**src/rtl/ptfd_pkg.sv**
```systemverilog
`timescale 1ns / 1ps
package ptfd_pkg;

   localparam int FRAME_BYTES  = 9;
   localparam int FRAC_BITS    = 8;
   localparam int BYTE_W       = 8;
   localparam int WORD_W       = 16;
   localparam int QUO_W        = WORD_W + FRAC_BITS;
   localparam int CNT_W        = $clog2(QUO_W + 1);
   localparam int POS_W        = $clog2(FRAME_BYTES + 1);
   localparam int PRES_W       = 24;
   localparam int TEMP_W       = 17;
   localparam int TEMP_DIVISOR = 200;

   localparam int PRES_MAX = (1 << (PRES_W - 1)) - 1;
   localparam int PRES_MIN = -(1 << (PRES_W - 1));
   localparam int TEMP_MAX = (1 << (TEMP_W - 1)) - 1;
   localparam int TEMP_MIN = -(1 << (TEMP_W - 1));

   // Byte positions within the measurement frame.
   localparam logic [POS_W-1:0] POS_PRES_HI  = POS_W'(0);
   localparam logic [POS_W-1:0] POS_PRES_LO  = POS_W'(1);
   localparam logic [POS_W-1:0] POS_TEMP_HI  = POS_W'(3);
   localparam logic [POS_W-1:0] POS_TEMP_LO  = POS_W'(4);
   localparam logic [POS_W-1:0] POS_SCALE_HI = POS_W'(6);
   localparam logic [POS_W-1:0] POS_SCALE_LO = POS_W'(7);
   localparam logic [POS_W-1:0] POS_LAST     = POS_W'(FRAME_BYTES - 1);
   localparam logic [POS_W-1:0] POS_END      = POS_W'(FRAME_BYTES);

   typedef enum logic [1:0] {
      ST_IDLE,
      ST_DIV_P,
      ST_DIV_T,
      ST_EMIT
   } ptfd_state_type;

   typedef struct packed {
      logic              start;
      logic [QUO_W-1:0]  dividend;
      logic [WORD_W-1:0] divisor;
   } ptfd_div_req_type;

   typedef struct packed {
      logic             busy;
      logic             done;
      logic [QUO_W-1:0] quotient;
   } ptfd_div_res_type;

endpackage

```
**src/rtl/ptfd_req_if.sv**
```systemverilog
`timescale 1ns / 1ps
interface ptfd_req_if import ptfd_pkg::*; ();
   logic              valid;
   logic              ready;
   logic [BYTE_W-1:0] data_byte;
   logic              frame_start;

   modport source (output valid, output data_byte, output frame_start, input ready);
   modport sink (input valid, input data_byte, input frame_start, output ready);
endinterface

```
**src/rtl/ptfd_rsp_if.sv**
```systemverilog
`timescale 1ns / 1ps
interface ptfd_rsp_if import ptfd_pkg::*; ();
   logic                     valid;
   logic                     ready;
   logic signed [PRES_W-1:0] pressure_q;
   logic signed [TEMP_W-1:0] temperature_q;
   logic                     pressure_valid;

   modport source (output valid, output pressure_q, output temperature_q,
                   output pressure_valid, input ready);
   modport sink (input valid, input pressure_q, input temperature_q,
                 input pressure_valid, output ready);
endinterface

```
**src/rtl/ptfd_csr_if.sv**
```systemverilog
`timescale 1ns / 1ps
interface ptfd_csr_if;
   logic valid;
   logic ready;
   logic data;

   modport source (output valid, output data, input ready);
   modport sink (input valid, input data, output ready);
endinterface

```
**src/rtl/ptfd_div.sv**
```systemverilog
`timescale 1ns / 1ps
module ptfd_div
   import ptfd_pkg::*;
(
   input  logic             clock,
   input  logic             reset,
   input  ptfd_div_req_type div_req,
   output ptfd_div_res_type div_res
);

   logic [WORD_W-1:0] rem_ff, rem_in;
   logic [WORD_W-1:0] div_ff, div_in;
   logic [QUO_W-1:0]  quo_ff, quo_in;
   logic [CNT_W-1:0]  cnt_ff, cnt_in;
   logic              busy_ff, busy_in;
   logic              done_ff, done_in;
   logic [WORD_W:0]   rem_shift;
   logic [WORD_W:0]   rem_diff;
   logic              fits;

   // Restoring division, one quotient bit per cycle. The dividend shifts out of
   // the top of quo_ff while the quotient bits shift in at the bottom.
   always_comb begin
      rem_shift = {rem_ff, quo_ff[QUO_W-1]};
      rem_diff  = rem_shift - {1'b0, div_ff};
      fits      = (rem_shift >= {1'b0, div_ff});
      rem_in    = rem_ff;
      div_in    = div_ff;
      quo_in    = quo_ff;
      cnt_in    = cnt_ff;
      busy_in   = busy_ff;
      done_in   = 1'b0;
      if (div_req.start) begin
         rem_in  = '0;
         div_in  = div_req.divisor;
         quo_in  = div_req.dividend;
         cnt_in  = CNT_W'(QUO_W);
         busy_in = 1'b1;
      end else if (busy_ff) begin
         rem_in = fits ? rem_diff[WORD_W-1:0] : rem_shift[WORD_W-1:0];
         quo_in = {quo_ff[QUO_W-2:0], fits};
         cnt_in = cnt_ff - 1'b1;
         if (cnt_ff == CNT_W'(1)) begin
            busy_in = 1'b0;
            done_in = 1'b1;
         end
      end
   end

   always_ff @(posedge clock) begin
      if (reset) begin
         cnt_ff  <= '0;
         busy_ff <= 1'b0;
         done_ff <= 1'b0;
      end else begin
         cnt_ff  <= cnt_in;
         busy_ff <= busy_in;
         done_ff <= done_in;
      end
   end

   always_ff @(posedge clock) begin
      rem_ff <= rem_in;
      div_ff <= div_in;
      quo_ff <= quo_in;
   end

   assign div_res.busy     = busy_ff;
   assign div_res.done     = done_ff;
   assign div_res.quotient = quo_ff;

endmodule

```
**src/rtl/pressure_temp_frame_decoder_unit.sv**
```systemverilog
`timescale 1ns / 1ps
// A byte that does not close an enabled frame is accepted; ready stays high.
// The closing byte of an enabled frame starts the shared 24-step divider; ready stays low
// until the result enters the output register, which waits while an earlier one is untaken.
// Per frame: 9 byte transfers, then divides of pressure (not at zero scale) and temperature.
// Synchronous active-high reset clears enable, the byte position and the held pressure.
module pressure_temp_frame_decoder_unit
   import ptfd_pkg::*;
(
   input logic        clock,
   input logic        reset,
   ptfd_req_if.sink   req_chan,
   ptfd_rsp_if.source rsp_chan,
   ptfd_csr_if.sink   csr_chan
);

   ptfd_state_type state_ff, state_in;

   logic              enable_ff, enable_in;
   logic [POS_W-1:0]  pos_ff, pos_in;
   logic [POS_W-1:0]  cur_pos;
   logic [WORD_W-1:0] raw_p_ff, raw_p_in;
   logic [WORD_W-1:0] raw_t_ff, raw_t_in;
   logic [BYTE_W-1:0] scale_hi_ff, scale_hi_in;
   logic [BYTE_W-1:0] scale_lo_ff, scale_lo_in;
   logic [PRES_W-1:0] held_ff, held_in;
   logic [TEMP_W-1:0] temp_res_ff, temp_res_in;
   logic              pvalid_ff, pvalid_in;

   logic              rsp_valid_ff, rsp_valid_in;
   logic [PRES_W-1:0] rsp_pres_ff, rsp_pres_in;
   logic [TEMP_W-1:0] rsp_temp_ff, rsp_temp_in;
   logic              rsp_pvalid_ff, rsp_pvalid_in;

   logic                    req_xfer;
   logic [WORD_W-1:0]       scale;
   logic [WORD_W-1:0]       mag_p;
   logic [WORD_W-1:0]       mag_t;
   logic                    quo_neg;
   logic signed [QUO_W:0]   quo_signed;
   logic [PRES_W-1:0]       pres_sat;
   logic [TEMP_W-1:0]       temp_sat;

   ptfd_div_req_type div_req;
   ptfd_div_res_type div_res;

   ptfd_div u_div (
      .clock   (clock),
      .reset   (reset),
      .div_req (div_req),
      .div_res (div_res)
   );

   assign req_chan.ready = (state_ff == ST_IDLE);
   assign csr_chan.ready = 1'b1;
   assign req_xfer       = req_chan.valid && req_chan.ready;
   assign enable_in      = (csr_chan.valid && csr_chan.ready) ? csr_chan.data : enable_ff;

   assign cur_pos = req_chan.frame_start ? POS_PRES_HI : pos_ff;
   assign scale   = {scale_hi_ff, scale_lo_ff};
   assign mag_p   = raw_p_ff[WORD_W-1] ? WORD_W'(-raw_p_ff) : raw_p_ff;
   assign mag_t   = raw_t_ff[WORD_W-1] ? WORD_W'(-raw_t_ff) : raw_t_ff;

   // Sign is restored after the unsigned division, then the result is clamped.
   always_comb begin
      quo_neg    = (state_ff == ST_DIV_P) ? raw_p_ff[WORD_W-1] : raw_t_ff[WORD_W-1];
      quo_signed = quo_neg ? -$signed({1'b0, div_res.quotient})
                           : $signed({1'b0, div_res.quotient});
      if (quo_signed > (QUO_W+1)'(PRES_MAX)) begin
         pres_sat = PRES_W'(PRES_MAX);
      end else if (quo_signed < (QUO_W+1)'(PRES_MIN)) begin
         pres_sat = PRES_W'(PRES_MIN);
      end else begin
         pres_sat = quo_signed[PRES_W-1:0];
      end
      if (quo_signed > (QUO_W+1)'(TEMP_MAX)) begin
         temp_sat = TEMP_W'(TEMP_MAX);
      end else if (quo_signed < (QUO_W+1)'(TEMP_MIN)) begin
         temp_sat = TEMP_W'(TEMP_MIN);
      end else begin
         temp_sat = quo_signed[TEMP_W-1:0];
      end
   end

   always_comb begin
      state_in      = state_ff;
      pos_in        = pos_ff;
      raw_p_in      = raw_p_ff;
      raw_t_in      = raw_t_ff;
      scale_hi_in   = scale_hi_ff;
      scale_lo_in   = scale_lo_ff;
      held_in       = held_ff;
      temp_res_in   = temp_res_ff;
      pvalid_in     = pvalid_ff;
      rsp_valid_in  = rsp_valid_ff && !rsp_chan.ready;
      rsp_pres_in   = rsp_pres_ff;
      rsp_temp_in   = rsp_temp_ff;
      rsp_pvalid_in = rsp_pvalid_ff;
      div_req       = '0;

      unique case (state_ff)
         ST_IDLE: begin
            if (req_xfer) begin
               pos_in = cur_pos;
               if (cur_pos != POS_END) begin
                  pos_in = cur_pos + 1'b1;
                  unique case (cur_pos)
                     POS_PRES_HI:  raw_p_in[WORD_W-1:BYTE_W] = req_chan.data_byte;
                     POS_PRES_LO:  raw_p_in[BYTE_W-1:0]      = req_chan.data_byte;
                     POS_TEMP_HI:  raw_t_in[WORD_W-1:BYTE_W] = req_chan.data_byte;
                     POS_TEMP_LO:  raw_t_in[BYTE_W-1:0]      = req_chan.data_byte;
                     POS_SCALE_HI: scale_hi_in               = req_chan.data_byte;
                     POS_SCALE_LO: scale_lo_in               = req_chan.data_byte;
                     default: ;
                  endcase
                  if (cur_pos == POS_LAST && enable_ff) begin
                     div_req.start = 1'b1;
                     if (scale != '0) begin
                        div_req.dividend = {mag_p, {FRAC_BITS{1'b0}}};
                        div_req.divisor  = scale;
                        pvalid_in        = 1'b1;
                        state_in         = ST_DIV_P;
                     end else begin
                        div_req.dividend = {mag_t, {FRAC_BITS{1'b0}}};
                        div_req.divisor  = WORD_W'(TEMP_DIVISOR);
                        pvalid_in        = 1'b0;
                        state_in         = ST_DIV_T;
                     end
                  end
               end
            end
         end
         ST_DIV_P: begin
            if (div_res.done) begin
               held_in          = pres_sat;
               div_req.start    = 1'b1;
               div_req.dividend = {mag_t, {FRAC_BITS{1'b0}}};
               div_req.divisor  = WORD_W'(TEMP_DIVISOR);
               state_in         = ST_DIV_T;
            end
         end
         ST_DIV_T: begin
            if (div_res.done) begin
               temp_res_in = temp_sat;
               state_in    = ST_EMIT;
            end
         end
         ST_EMIT: begin
            // Waits here while an earlier result has not yet been taken.
            if (!rsp_valid_ff || rsp_chan.ready) begin
               rsp_valid_in  = 1'b1;
               rsp_pres_in   = held_ff;
               rsp_temp_in   = temp_res_ff;
               rsp_pvalid_in = pvalid_ff;
               state_in      = ST_IDLE;
            end
         end
         default: state_in = ST_IDLE;
      endcase
   end

   always_ff @(posedge clock) begin
      if (reset) begin
         state_ff     <= ST_IDLE;
         enable_ff    <= 1'b0;
         pos_ff       <= '0;
         held_ff      <= '0;
         rsp_valid_ff <= 1'b0;
      end else begin
         state_ff     <= state_in;
         enable_ff    <= enable_in;
         pos_ff       <= pos_in;
         held_ff      <= held_in;
         rsp_valid_ff <= rsp_valid_in;
      end
   end

   always_ff @(posedge clock) begin
      raw_p_ff      <= raw_p_in;
      raw_t_ff      <= raw_t_in;
      scale_hi_ff   <= scale_hi_in;
      scale_lo_ff   <= scale_lo_in;
      temp_res_ff   <= temp_res_in;
      pvalid_ff     <= pvalid_in;
      rsp_pres_ff   <= rsp_pres_in;
      rsp_temp_ff   <= rsp_temp_in;
      rsp_pvalid_ff <= rsp_pvalid_in;
   end

   assign rsp_chan.valid          = rsp_valid_ff;
   assign rsp_chan.pressure_q     = rsp_pres_ff;
   assign rsp_chan.temperature_q  = rsp_temp_ff;
   assign rsp_chan.pressure_valid = rsp_pvalid_ff;

`ifndef ASSERT_OFF
   a_pos_range: assert property (@(posedge clock) disable iff (reset)
      pos_ff <= POS_END)
      else $error("byte position beyond frame length");

   a_start_idle_div: assert property (@(posedge clock) disable iff (reset)
      div_req.start |-> !div_res.busy)
      else $error("divider started while busy");

   a_done_in_div: assert property (@(posedge clock) disable iff (reset)
      div_res.done |-> (state_ff == ST_DIV_P || state_ff == ST_DIV_T))
      else $error("divider finished outside a divide state");

   a_rsp_from_emit: assert property (@(posedge clock) disable iff (reset)
      $rose(rsp_valid_ff) |-> $past(state_ff == ST_EMIT))
      else $error("result raised without leaving the emit state");
`endif

endmodule
```
**src/flat_wrapper.sv**
```systemverilog
// flat-port wrapper written by rule: the top's interface ports become plain ports
module pressure_temp_frame_decoder_unit_flat import ptfd_pkg::*;
  (clock, reset, req_chan_valid, req_chan_data_byte, req_chan_frame_start, req_chan_ready, rsp_chan_valid, rsp_chan_pressure_q, rsp_chan_temperature_q, rsp_chan_pressure_valid, rsp_chan_ready, csr_chan_valid, csr_chan_data, csr_chan_ready);
  ptfd_req_if req_chan_i ();
  ptfd_rsp_if rsp_chan_i ();
  ptfd_csr_if csr_chan_i ();
  input logic clock;
  input logic reset;
  input wire logic [$bits(req_chan_i.valid)-1:0] req_chan_valid;
  input wire logic [$bits(req_chan_i.data_byte)-1:0] req_chan_data_byte;
  input wire logic [$bits(req_chan_i.frame_start)-1:0] req_chan_frame_start;
  output wire logic [$bits(req_chan_i.ready)-1:0] req_chan_ready;
  output wire logic [$bits(rsp_chan_i.valid)-1:0] rsp_chan_valid;
  output wire logic [$bits(rsp_chan_i.pressure_q)-1:0] rsp_chan_pressure_q;
  output wire logic [$bits(rsp_chan_i.temperature_q)-1:0] rsp_chan_temperature_q;
  output wire logic [$bits(rsp_chan_i.pressure_valid)-1:0] rsp_chan_pressure_valid;
  input wire logic [$bits(rsp_chan_i.ready)-1:0] rsp_chan_ready;
  input wire logic [$bits(csr_chan_i.valid)-1:0] csr_chan_valid;
  input wire logic [$bits(csr_chan_i.data)-1:0] csr_chan_data;
  output wire logic [$bits(csr_chan_i.ready)-1:0] csr_chan_ready;
  assign req_chan_i.valid = req_chan_valid;
  assign req_chan_i.data_byte = req_chan_data_byte;
  assign req_chan_i.frame_start = req_chan_frame_start;
  assign req_chan_ready = req_chan_i.ready;
  assign rsp_chan_valid = rsp_chan_i.valid;
  assign rsp_chan_pressure_q = rsp_chan_i.pressure_q;
  assign rsp_chan_temperature_q = rsp_chan_i.temperature_q;
  assign rsp_chan_pressure_valid = rsp_chan_i.pressure_valid;
  assign rsp_chan_i.ready = rsp_chan_ready;
  assign csr_chan_i.valid = csr_chan_valid;
  assign csr_chan_i.data = csr_chan_data;
  assign csr_chan_ready = csr_chan_i.ready;
  pressure_temp_frame_decoder_unit u_core (.clock(clock), .reset(reset), .req_chan(req_chan_i), .rsp_chan(rsp_chan_i), .csr_chan(csr_chan_i));
endmodule
```
**config.mk**
```make
export PLATFORM = sky130hd
export DESIGN_NAME = pressure_temp_frame_decoder_unit_flat
export DESIGN_NICKNAME = d
export VERILOG_FILES = /design/src/rtl/ptfd_pkg.sv /design/src/rtl/ptfd_req_if.sv /design/src/rtl/ptfd_rsp_if.sv /design/src/rtl/ptfd_csr_if.sv /design/src/rtl/ptfd_div.sv /design/src/rtl/pressure_temp_frame_decoder_unit.sv /design/src/flat_wrapper.sv
export SDC_FILE = /design/constraint.sdc
export NUM_CORES = 1
export LEC_CHECK = 0
export BUFFER_PORTS_ARGS = -buffer_cell sky130_fd_sc_hd__buf_2
export CAP_MARGIN = 20
export CORE_AREA = 5 5 158 160
export DETAILED_ROUTE_END_ITERATION = 6
export DIE_AREA = 0 0 163 165
export GPL_TIMING_DRIVEN = 0
export PLACE_DENSITY = 0.73
export RECOVER_POWER = 25
export SYNTH_ARGS = -nofsm -noshare
export SYNTH_HDL_FRONTEND = slang
export SYNTH_SLANG_ARGS = --single-unit
export TNS_END_PERCENT = 10
```
**constraint.sdc**
```tcl
create_clock -name clock -period 9.81 [get_ports clock]
set_input_delay 0.981 -clock clock [delete_from_list [all_inputs] [get_ports clock]]
set_output_delay 0.981 -clock clock [all_outputs]
set_load 0.1 [all_outputs]
```
==> results.py <==
metrics = {
    "outcome": {
        "outcome": "finished, violations left",
        "violations": "max-capacitance violations, max-slew violations",
    },
    "global_routing": {
        "antenna_found_initial": 0,
        "gr-usage-met2_pct": 28.2,
        "grt.total_usage_pct": 16.9,
        "met1_usage_pct": 22.6,
        "grt_pass1_wl_um": 36900,
        "grt_max_degree": 39,
        "grt_pass1_vias": 7217,
        "overflow": 0,
        "grt_most_used_layer": "met2",
        "grt_use_met3_pct": 2.87,
    },
    "power_and_ir_drop": {
        "power_frac_clock_pct": 41.8,
        "peakVddDrop_mv": 0.125,
        "p_leak_nw": 4.26,
        "power_switching_w": 0.000577,
        "combPwrFrac_pct": 14.4,
        "swShare_pct": 26.0,
        "p_int_w": 0.00164,
        "p_per_area_nw_per_um2": 188,
        "p_seq_share_pct": 43.8,
    },
    "timing": {
        "maxSlewViolCount": 39,
        "clock_skew_ps": 10.5,
        "finalHoldViolCount": 0,
        "setup_tns_ps": 0,
        "fin_crit_ps": 4120,
        "rsz0062_at_grt": "no",
        "timing.final.crit_share_pct": 42.0,
        "slew_headroom_pct": -23.4,
        "worstMarginPinSlew_ps": 1850,
        "fin_ws_ps": 5690,
        "setup_viol": 0,
        "fmax_ghz": 0.243,
        "finalHoldWorstSlack_ps": 416,
    },
    "yosys": {
        "synth-async-reset-ratio_pct": 0,
        "synthesis.nets": 1015,
        "synth_xor_xnor_area_share_pct": 5.27,
        "syn-cell-area_sq_um": 10300,
        "synth_top_family_by_area": "compound AO/OA/AOI/OAI gates",
        "synth_flop_cell": "edfxtp_1",
        "ys_seq_area_share_pct": 53.9,
        "synth_compound_gate_area_share_pct": 18.0,
        "syn_inst": 970,
        "synth_edf_count": 148,
        "synth_mux_area_share_pct": 0.985,
        "synthSimpleGateAreaFrac_pct": 13.6,
        "yosysWarnings": 0,
        "synth.avg_cell_area_sq_um": 10.6,
        "ys_ff_latch": 203,
        "synthAdderAreaFrac_pct": 3.72,
        "synthDistinctLibCells": 73,
    },
    "clock_tree": {
        "numCtsBuffers": 22,
        "clock_path_buffers": 3,
        "cts.sinks": 203,
        "cts_tree": "built",
        "hold_buffers": 0,
        "cts_resized": 0,
        "htreeDepth": 1,
        "cts_setup_buffers": 0,
        "cts_root_buffer": "clkbuf_16",
        "clock_latency_ps": 500,
        "clk_pin_slew_worst_paths_ps": 60,
    },
    "layout": {
        "fin_cells": 1388,
        "drive_above_1_share_pct": 11.0,
        "fin_util_pct": 50.8,
        "finalNetCount": 1098,
        "final_cell_mix": "edfxtp_1, nor2_1, a21oi_1",
        "antenna_cells": 0,
        "seq_area_sq_um": 5550,
        "multi_input_area_sq_um": 4280,
        "syn2layout_area_growth_pct": 14.8,
        "nFillCells": 2120,
        "final_common_cell": "edfxtp_1",
    },
    "critical_path": {
        "worstSetupStartpointType": "input port",
        "r2r-end": "u_core.u_div.div_ff[14]",
        "critical_path_arrival_ps": 4320,
        "regToRegSetupSlack_ps": 6170,
        "cp.required_ps": 10010,
        "r2r-start": "u_core.pos_ff[2]",
        "cp-end-kind": "flop",
        "r2r_cells": 9,
        "crit_type": "in2reg",
        "cp_max_fo": 15,
    },
    "detailed_routing": {
        "drt-vias-per-instance": 5.47,
        "vias": 7587,
        "drt.antenna.violating_nets": 0,
        "wl_um": 23000,
        "drtIter0Drc": 567,
        "wl_per_cell_um": 16.6,
        "drc": 0,
        "firstDrtPassIters": 5,
    },
    "floorplanning": {
        "ioPinCount": 60,
        "core_area_sq_um": 23300,
        "dieHeight_um": 165,
        "rows": 56,
        "initial_utilization_pct": 44.2,
        "die-area_sq_um": 26900,
        "die_w_um": 163,
    },
    "placed_design": {
        "place_ws_ps": 5230,
        "dp.cells": 1347,
        "dpl.hpwl_um": 17000,
        "gp_congestion": 0.903,
        "portBuffers": 56,
    },
    "hold_path": {
        "min_to": "u_core.rsp_chan.temperature_q[16]",
        "whs_path_depth": 0,
        "hold_path_class": "reg2reg",
        "min_from": "u_core.temp_res_ff[16]",
    },
    "run": {
        "drv_cap": 1,
    },
}
## flip-flops by register name, indices dropped and copies added (netlist names), 4 cells and up
register	cells
u_core.raw_p_ff	16
u_core.pos_ff	4
u_core.temp_res_ff	17
u_core.rsp_chan.temperature_q	17
u_core.u_div.rem_ff	16
u_core.held_ff	24
u_core.u_div.cnt_ff	5
u_core.u_div.quo_ff	24
u_core.rsp_chan.pressure_q	24
u_core.scale_lo_ff	8
u_core.u_div.div_ff	16
u_core.scale_hi_ff	8
u_core.raw_t_ff	16
## synth_stat cells (15+ instances only)
| master | count | area share [%] |
|---|---|---|
| a211oi_1 | 32 | 2.3 |
| a21oi_1 | 72 | 3.5 |
| a31oi_1 | 21 | 1.3 |
| and2_1 | 28 | 1.7 |
| clkbuf_1 | 39 | 1.4 |
| dfxtp_1 | 55 | 11 |
| edfxtp_1 | 148 | 43 |
| ha_1 | 29 | 3.5 |
| inv_1 | 55 | 2.0 |
| nand2_1 | 46 | 1.7 |
| nand3_1 | 18 | 0.88 |
| nor2_1 | 86 | 3.1 |
| nor3_1 | 19 | 0.92 |
| o21ai_0 | 64 | 3.1 |
| o31ai_1 | 15 | 1.1 |
| xnor2_1 | 39 | 3.3 |
| xor2_1 | 21 | 1.8 |
## metrics by stage
step / instance area (sq um) / total power [W]
floorplan: 10300 / 0.00124
global placement: 11000 / 0.00130
detailed placement: 11000 / 0.00131
CTS: 11800 / 0.00223
global route: 11800 / 0.00230
finish: 11800 / 0.00222
## worst max-delay path, cell delays in order
cell and delay [ps]:
clkbuf_1 260, nand2b_1 220, inv_1 90, ha_1 260, nor2b_1 140, nand4_1 280
nor2_1 340, nor2_1 240, inv_1 190, clkbuf_1 440, buf_1 630, buf_8 250
## power by group through the flow
stage	clock, W	sequential [W]	combinational, W
floorplan	0	0.00105	0.000193
global placement	0	0.000990	0.000312
detailed placement	0	0.000990	0.000318
CTS	0.000940	0.000972	0.000319
global route	0.000977	0.000976	0.000349
finish	0.000928	0.000973	0.000318
## logic make-up after synthesis
kind of cell               count (synthesis)
muxes                                     10
other                                      1
xor gates and xnor gates                  61
AOI/OAI and AO/OA                        279
adders and majority gates                 30
buffers and inverters                    112
DFF                                      203
and+or+nand+nor                          274
## per-layer routing
| layer | vias to the layer above | part of all wire, % |
|---|---|---|
| met5 | - | 0 |
| met4 | 0 | 2.4 |
| met3 | 36 | 5.6 |
| met2 | 206 | 47 |
| met1 | 3597 | 45 |
| li1 | 3748 | - |
## worst max path at each step
| stage | from | to | slack, ps |
|---|---|---|---|
| after global routing | req_chan_frame_start | u_core.u_div.div_ff[7] | 5360 |
| after floorplan | req_chan_frame_start | u_core.u_div.div_ff[0] | 6050 |
| after global placement | req_chan_frame_start | u_core.u_div.quo_ff[0] | 4890 |
| after CTS | req_chan_frame_start | u_core.u_div.div_ff[9] | 5740 |
| after detailed placement | req_chan_frame_start | u_core.u_div.div_ff[13] | 5230 |
| final | req_chan_frame_start | u_core.u_div.div_ff[14] | 5690 |
## final cells by class
class                   count  area share [%]
repair buffers             59            2.49
well taps                 319            3.38
inverters                  55            1.75
clock buffers              26            5.05
flip-flops and latches    203            47.0
plain buffers              57            2.16
multi-input cells         655            36.2
clock inverters            14            1.97
No activity file was read; power rests on OpenSTA's default activity.
